$ cat src/rtl/tfg_pkg.sv
// shared types, constants and crc helper for the link-test frame generator
// no dependencies; imported by every module of the block
package tfg_pkg;

    // frame layout
    localparam int unsigned MAX_PAYLOAD  = 4096;
    localparam int unsigned LEN_W        = 13;
    localparam int unsigned POS_W        = 13;
    localparam int unsigned HEADER_BYTES = 8;
    localparam int unsigned MAGIC_BYTES  = 4;

    // crc-32, reflected form
    localparam logic [31:0] CRC_POLY = 32'hEDB8_8320;
    localparam logic [31:0] CRC_INIT = 32'hFFFF_FFFF;

    // configuration reset values
    localparam logic [31:0]      MAGIC_RESET       = 32'hA55A_5AA5;
    localparam logic [LEN_W-1:0] PAYLOAD_LEN_RESET = LEN_W'(256);
    localparam logic [31:0]      FRAME_TOTAL_RESET = 32'd1_000_000;

    // configuration register indexes
    typedef enum logic [1:0] {
        CFG_MAGIC_WORD     = 2'd0,
        CFG_PAYLOAD_LENGTH = 2'd1,
        CFG_FRAME_TOTAL    = 2'd2
    } cfg_index_t;

    // tuser bit positions on the result channel
    localparam int unsigned TUSER_FIRST = 0;
    localparam int unsigned TUSER_DONE  = 1;

    typedef struct packed {
        logic [31:0]      magic_word;
        logic [LEN_W-1:0] payload_length;
        logic [31:0]      frame_total;
    } cfg_t;

    typedef struct packed {
        logic [7:0]  data_byte;
        logic        frame_first;
        logic        frame_last;
        logic        run_done;
        logic [31:0] frame_number;
    } result_t;

    // one byte of reflected crc update, eight shift steps
    function automatic logic [31:0] crc_byte(input logic [31:0] crc, input logic [7:0] b);
        logic [31:0] c;
        c = crc ^ {24'd0, b};
        for (int k = 0; k < 8; k++) begin
            c = c[0] ? (CRC_POLY ^ (c >> 1)) : (c >> 1);
        end
        return c;
    endfunction

    // pick byte sel of a 32-bit word, low byte first
    function automatic logic [7:0] word_byte(input logic [31:0] w, input logic [1:0] sel);
        logic [7:0] b;
        unique case (sel)
            2'd0: b = w[7:0];
            2'd1: b = w[15:8];
            2'd2: b = w[23:16];
            default: b = w[31:24];
        endcase
        return b;
    endfunction

endpackage

$ cat src/rtl/tfg_engine.sv
// frame state (sequence, position, crc, done) and next-byte logic
// depends on tfg_pkg; advances once per step_en
module tfg_engine
    import tfg_pkg::*;
(
    input  logic    aclk,
    input  logic    aresetn,
    input  logic    step_en,
    input  logic    restart,
    input  cfg_t    cfg,
    output result_t result
);

    logic [31:0]      seq_reg, seq_next;
    logic [POS_W-1:0] pos_reg, pos_next;
    logic [31:0]      crc_reg, crc_next;
    logic             fin_reg, fin_next;

    logic [31:0]      seq_cur;
    logic [POS_W-1:0] pos_cur;
    logic [31:0]      crc_cur;
    logic             fin_cur;
    logic             done;
    logic [LEN_W-1:0] len_eff;
    logic [POS_W:0]   pos_ext;
    logic [POS_W:0]   hdr_end;
    logic [POS_W:0]   crc_off;
    logic [1:0]       crc_idx;
    logic [7:0]       byte_val;
    logic             is_crc;
    logic             is_last;

    // restart clears the run before this item is worked
    always_comb begin
        seq_cur = restart ? 32'd0 : seq_reg;
        pos_cur = restart ? '0 : pos_reg;
        crc_cur = restart ? CRC_INIT : crc_reg;
        fin_cur = restart ? 1'b0 : fin_reg;
        done    = fin_cur || ((pos_cur == '0) && (seq_cur >= cfg.frame_total));
    end

    // clamp the payload length into its legal range
    always_comb begin
        if (cfg.payload_length == '0) begin
            len_eff = LEN_W'(1);
        end else if ({1'b0, cfg.payload_length} > (LEN_W+1)'(MAX_PAYLOAD)) begin
            len_eff = LEN_W'(MAX_PAYLOAD);
        end else begin
            len_eff = cfg.payload_length;
        end
    end

    // byte selection by frame position
    always_comb begin
        pos_ext = {1'b0, pos_cur};
        hdr_end = {1'b0, len_eff} + (POS_W+1)'(HEADER_BYTES);
        crc_off = pos_ext - hdr_end;
        crc_idx = (crc_off > (POS_W+1)'(3)) ? 2'd3 : crc_off[1:0];
        is_crc  = 1'b0;
        priority if (pos_ext < (POS_W+1)'(MAGIC_BYTES)) begin
            byte_val = word_byte(cfg.magic_word, pos_cur[1:0]);
        end else if (pos_ext < (POS_W+1)'(HEADER_BYTES)) begin
            byte_val = word_byte(seq_cur, pos_cur[1:0]);
        end else if (pos_ext < hdr_end) begin
            byte_val = pos_cur[7:0] - 8'(HEADER_BYTES);
        end else begin
            byte_val = word_byte(~crc_cur, crc_idx);
            is_crc   = 1'b1;
        end
        is_last = is_crc && (crc_idx == 2'd3);
    end

    // next state
    always_comb begin
        seq_next = seq_cur;
        pos_next = pos_cur;
        crc_next = crc_cur;
        fin_next = done;
        if (!done) begin
            if (is_last) begin
                seq_next = seq_cur + 32'd1;
                pos_next = '0;
                crc_next = CRC_INIT;
            end else begin
                pos_next = pos_cur + POS_W'(1);
                if (!is_crc) begin
                    crc_next = crc_byte(crc_cur, byte_val);
                end
            end
        end
    end

    // result of the current item
    always_comb begin
        result.frame_number = seq_cur;
        result.run_done     = done;
        result.data_byte    = done ? 8'd0 : byte_val;
        result.frame_first  = !done && (pos_cur == '0);
        result.frame_last   = !done && is_last;
    end

    always_ff @(posedge aclk) begin
        if (!aresetn) begin
            seq_reg <= 32'd0;
            pos_reg <= '0;
            crc_reg <= CRC_INIT;
            fin_reg <= 1'b0;
        end else if (step_en) begin
            seq_reg <= seq_next;
            pos_reg <= pos_next;
            crc_reg <= crc_next;
            fin_reg <= fin_next;
        end
    end

endmodule

$ cat config.mk
export PLATFORM = sky130hd
export DESIGN_NAME = tfg_engine
export DESIGN_NICKNAME = d
export VERILOG_FILES = /design/src/rtl/tfg_pkg.sv /design/src/rtl/tfg_engine.sv
export SDC_FILE = /design/constraint.sdc
export NUM_CORES = 1
export LEC_CHECK = 0
export BUFFER_PORTS_ARGS = -buffer_cell sky130_fd_sc_hd__buf_4
export CORE_UTILIZATION = 40
export CTS_BUF_LIST = sky130_fd_sc_hd__clkbuf_2
export DETAILED_ROUTE_END_ITERATION = 10
export MAX_ROUTING_LAYER = met4
export PLACE_DENSITY = 0.59
export SYNTH_ARGS = -nofsm -noshare
export SYNTH_HDL_FRONTEND = slang
export SYNTH_SLANG_ARGS = --single-unit
$ cat constraint.sdc
create_clock -name aclk -period 8.5 [get_ports aclk]
set_input_delay 0.425 -clock aclk [delete_from_list [all_inputs] [get_ports aclk]]
set_output_delay 0.425 -clock aclk [all_outputs]
set_load 0.02 [all_outputs]
==> impl_metrics.tcl <==
set metrics [dict create \
    path_max_fanout 36 \
    floorplan.io_pins 124 \
    clk-insertion-delay-late_ns 0.62 \
    synth-seq-area-share 0.192 \
    row_count 51 \
    maxCapViolations 0 \
    critPathLaunch "restart" \
    final_min_period_over_clock_period 0.687 \
    number_of_antenna_violations_at_the_first_check_in_global_routing 1 \
    postCtsResizedCells 0 \
    nets 1312 \
    die-height_um 145 \
    power-per-cell-area_nw_per_um2 137 \
    synth.largest_area_cell "sky130_fd_sc_hd__dfxtp_1" \
    cell_chosen_for_the_clock_root "sky130_fd_sc_hd__clkbuf_2" \
    globalRouteMet3Util 0.0438 \
    post_cts_hold_buffer_count 0 \
    synth_largest_type_area_fraction 0.192 \
    number_of_storage_elements_in_the_synthesis_netlist 78 \
    worst_setup_hold_path_clk_slew_ns 0.26 \
    setup_repair_after_global_routing_missed_its_margin "false" \
    route.antenna.remaining_nets 0 \
    fin_tns_setup_ns 0 \
    vias_per_cell 5.85 \
    tightest_slew_ns 1.04 \
    cts_setup_buffers 0 \
    synth-async-reset-ratio 0 \
    setup.worst_path.start_class "input port" \
    dominantRegCellSynth "sky130_fd_sc_hd__dfxtp_1" \
    ir_worst_vdd_mv 0.0881 \
    cts_buffers 9 \
    final_hold_viol_count 0 \
    first_global_vias 7828 \
    regToRegEndpoint "crc_reg[26]$_SDFFE_PN1P_" \
    floorplan.core_area_um2 19700 \
    dp_hpwl_mm 21.1 \
    multi_input_area_um2 6090 \
    clock.fmax_mhz 171 \
    gr-total-overflow 0 \
    synth_area_per_cell_um2 7.44 \
    rrSetupSlack_ns 3.07 \
    finalWirelength_mm 27.7 \
    hold-worst-slack_ns 0.187 \
    dr_total_vias 8473 \
    number_of_enable_flip_flop_cells_after_synthesis 0 \
    cts.sinks 78 \
    drtIter0Drc 855 \
    slew_hr 0.306 \
    r2r_start "pos_reg[7]$_SDFFE_PN0P_" \
    setup.worst_path.end_class "register" \
    yosysUniqueCellTypes 87 \
    syn-instance-count 1095 \
    drc_errors 0 \
    floorplan.initialDensity 0.413 \
    area_delta_synth_final_pct 15.0 \
    ff2ff_path_depth 15 \
    layout.filler_cells 2011 \
    htree_levels 3 \
    hold_path.class "in2reg" \
    setup_crit_end "crc_reg[26]$_SDFFE_PN1P_" \
    finalSetupViolCount 0 \
    timing.setup.critical_path_class "in2reg" \
    grt.met2_usage 0.422 \
    top_usage_layer "met2" \
    worst-endpoint-required_ns 9.08 \
    tritoncts_clock_tree "yes" \
    use_met1 0.379 \
    power_w 0.00129 \
    synth_nets 1231 \
    grt_usage 0.279 \
    clk_path_buf_depth 2 \
    fin_worst_skew_ns 0.0423 \
    grt_first_pass_wirelength_mm 43.3 \
    yosys_warn_count 0 \
    gpl.final_weighted_congestion 0.936 \
    dr.pass1.iters 6 \
    dieArea_um2 20900 \
    share_of_cells_above_drive_strength_1 0.152 \
    fin_crit_ns 5.84 \
    synth_area_um2 8150 \
    leakagePower_nw 4.02 \
    fp.dieW_um 145 \
    synth.top_cells.by_area "sky130_fd_sc_hd__dfxtp_1 19%, sky130_fd_sc_hd__ha_1 8.3%, sky130_fd_sc_hd__nand2_1 5.6%, sky130_fd_sc_hd__xnor2_1 5.3%, sky130_fd_sc_hd__xor2_1 4.7%" \
    worst-endpoint-arrival_ns 6.42 \
    route.detailed.wl_per_inst_um 19.1 \
    timing.final.max_slew_violations 0 \
    outcome "completed" \
    grt_start_max_net_pins 69 \
    seqCellArea_um2 1560 \
    port_buffer_count 123 \
]
==> per-stage QoR <==
step | std cells | utilization | worst slack (ns) | area [µm²]
3_3_place_gp | 1430 | 0.466 | 2.32 | 9190
5_1_grt | 1448 | 0.475 | 2.33 | 9360
6_report | 1448 | 0.475 | 2.66 | 9360
3_5_place_dp | 1430 | 0.466 | 2.07 | 9190
2_1_floorplan | 1095 | - | 2.34 | 8150
4_1_cts | 1446 | 0.475 | 2.78 | 9360
==> cells in the final DEF, fill, tap and decap left out, drive strengths merged, types with 7 or more instances in the layout <==
cell,netlist,routed
a22oi,10,10
nand2b,11,11
nor3,24,24
a222oi,16,16
dfxtp,78,78
or3,9,9
inv,59,61
a21o,15,15
xnor2,52,52
nand4,16,16
nor2b,55,55
ha,54,54
mux2i,7,7
a2bb2oi,11,11
nand2,122,122
nor2,84,84
a22o,9,9
o21ai,62,62
nand3,38,38
and3,19,19
o21a,12,12
xor2,45,45
or2,7,7
nor4,10,10
a32oi,7,7
a21oi,46,46
and2,36,36
a31oi,11,11
o22ai,19,19
clkbuf,49,9
buf,12,131
==> critical path, cell delays in order <==
cell	delay, ns
sky130_fd_sc_hd__buf_4	0.37
sky130_fd_sc_hd__clkinv_1	0.49
sky130_fd_sc_hd__nand2_1	0.32
sky130_fd_sc_hd__ha_1	0.20
sky130_fd_sc_hd__inv_1	0.06
sky130_fd_sc_hd__fa_1	0.40
sky130_fd_sc_hd__a21o_1	0.21
sky130_fd_sc_hd__a221oi_4	0.41
sky130_fd_sc_hd__o22ai_1	0.13
sky130_fd_sc_hd__nor4b_1	0.40
sky130_fd_sc_hd__o211ai_1	0.38
sky130_fd_sc_hd__nor4_4	0.64
sky130_fd_sc_hd__o21ai_1	0.20
sky130_fd_sc_hd__a211o_1	0.40
sky130_fd_sc_hd__xor2_1	0.48
sky130_fd_sc_hd__xnor3_1	0.39
sky130_fd_sc_hd__xnor2_2	0.18
sky130_fd_sc_hd__xor2_1	0.16
sky130_fd_sc_hd__a2bb2oi_1	0.15
==> logic make-up (layout without fill, tap and decap cells) <==
family	count (synthesis)	after routing	share of synthesized area
compound gates	279	279	0.246
buf+inv	121	207	0.0608
mux	11	11	0.0169
fa+ha+maj	55	55	0.0854
xor+xnor	98	98	0.114
other cells	0	2	0
simple gates	453	453	0.286
flops	78	78	0.192
==> report_power, final <==
group	internal [W]	switching, W
clock network	0.000128	0.000155
logic	0.000247	0.000299
registers	0.000407	0.0000502
==> per-layer routing <==
layer  share of wire  up-vias
li1                -     4100
met1            0.46     3973
met2            0.44      344
met3           0.070       56
met4           0.027        0
met5               0        -
==> synth_stat cells (12+ instances only) <==
cell type                  count
sky130_fd_sc_hd__nand2_1     122
sky130_fd_sc_hd__nor2_1       82
sky130_fd_sc_hd__dfxtp_1      78
sky130_fd_sc_hd__inv_1        59
sky130_fd_sc_hd__o21ai_0      57
sky130_fd_sc_hd__nor2b_1      55
sky130_fd_sc_hd__ha_1         54
sky130_fd_sc_hd__clkbuf_1     49
sky130_fd_sc_hd__xnor2_1      49
sky130_fd_sc_hd__a21oi_1      45
sky130_fd_sc_hd__xor2_1       44
sky130_fd_sc_hd__nand3_1      38
sky130_fd_sc_hd__and2_1       36
sky130_fd_sc_hd__nor3_1       24
sky130_fd_sc_hd__o22ai_1      19
sky130_fd_sc_hd__a222oi_1     16
sky130_fd_sc_hd__and3_1       16
sky130_fd_sc_hd__nand4_1      16
sky130_fd_sc_hd__a21o_1       15
sky130_fd_sc_hd__o21a_1       12
==> worst min-delay path by stage <==
stage / depth (start not counted) / slack (ns) / from / end
after floorplan: 2 / 0.46 / pos_reg[7]$_SDFFE_PN0P_ / pos_reg[7]$_SDFFE_PN0P_
after global placement: 1 / 0.48 / crc_reg[26]$_SDFFE_PN1P_ / crc_reg[26]$_SDFFE_PN1P_
after detailed placement: 1 / 0.48 / crc_reg[26]$_SDFFE_PN1P_ / crc_reg[26]$_SDFFE_PN1P_
after CTS: 2 / 0.14 / step_en / crc_reg[24]$_SDFFE_PN1P_
after global routing: 2 / 0.12 / step_en / crc_reg[24]$_SDFFE_PN1P_
final: 2 / 0.19 / step_en / crc_reg[24]$_SDFFE_PN1P_
==> layout make-up <==
| class | instances | area share |
|---|---|---|
| clock inverters | 7 | 0.0128 |
| well taps | 265 | 0.0354 |
| diodes | 2 | 0.000534 |
| multi-input cells | 896 | 0.651 |
| clock buffers | 9 | 0.00481 |
| repair buffers | 131 | 0.105 |
| inverters | 60 | 0.0241 |
| flip-flops and latches | 78 | 0.167 |
(Power assumes the default switching activity.)
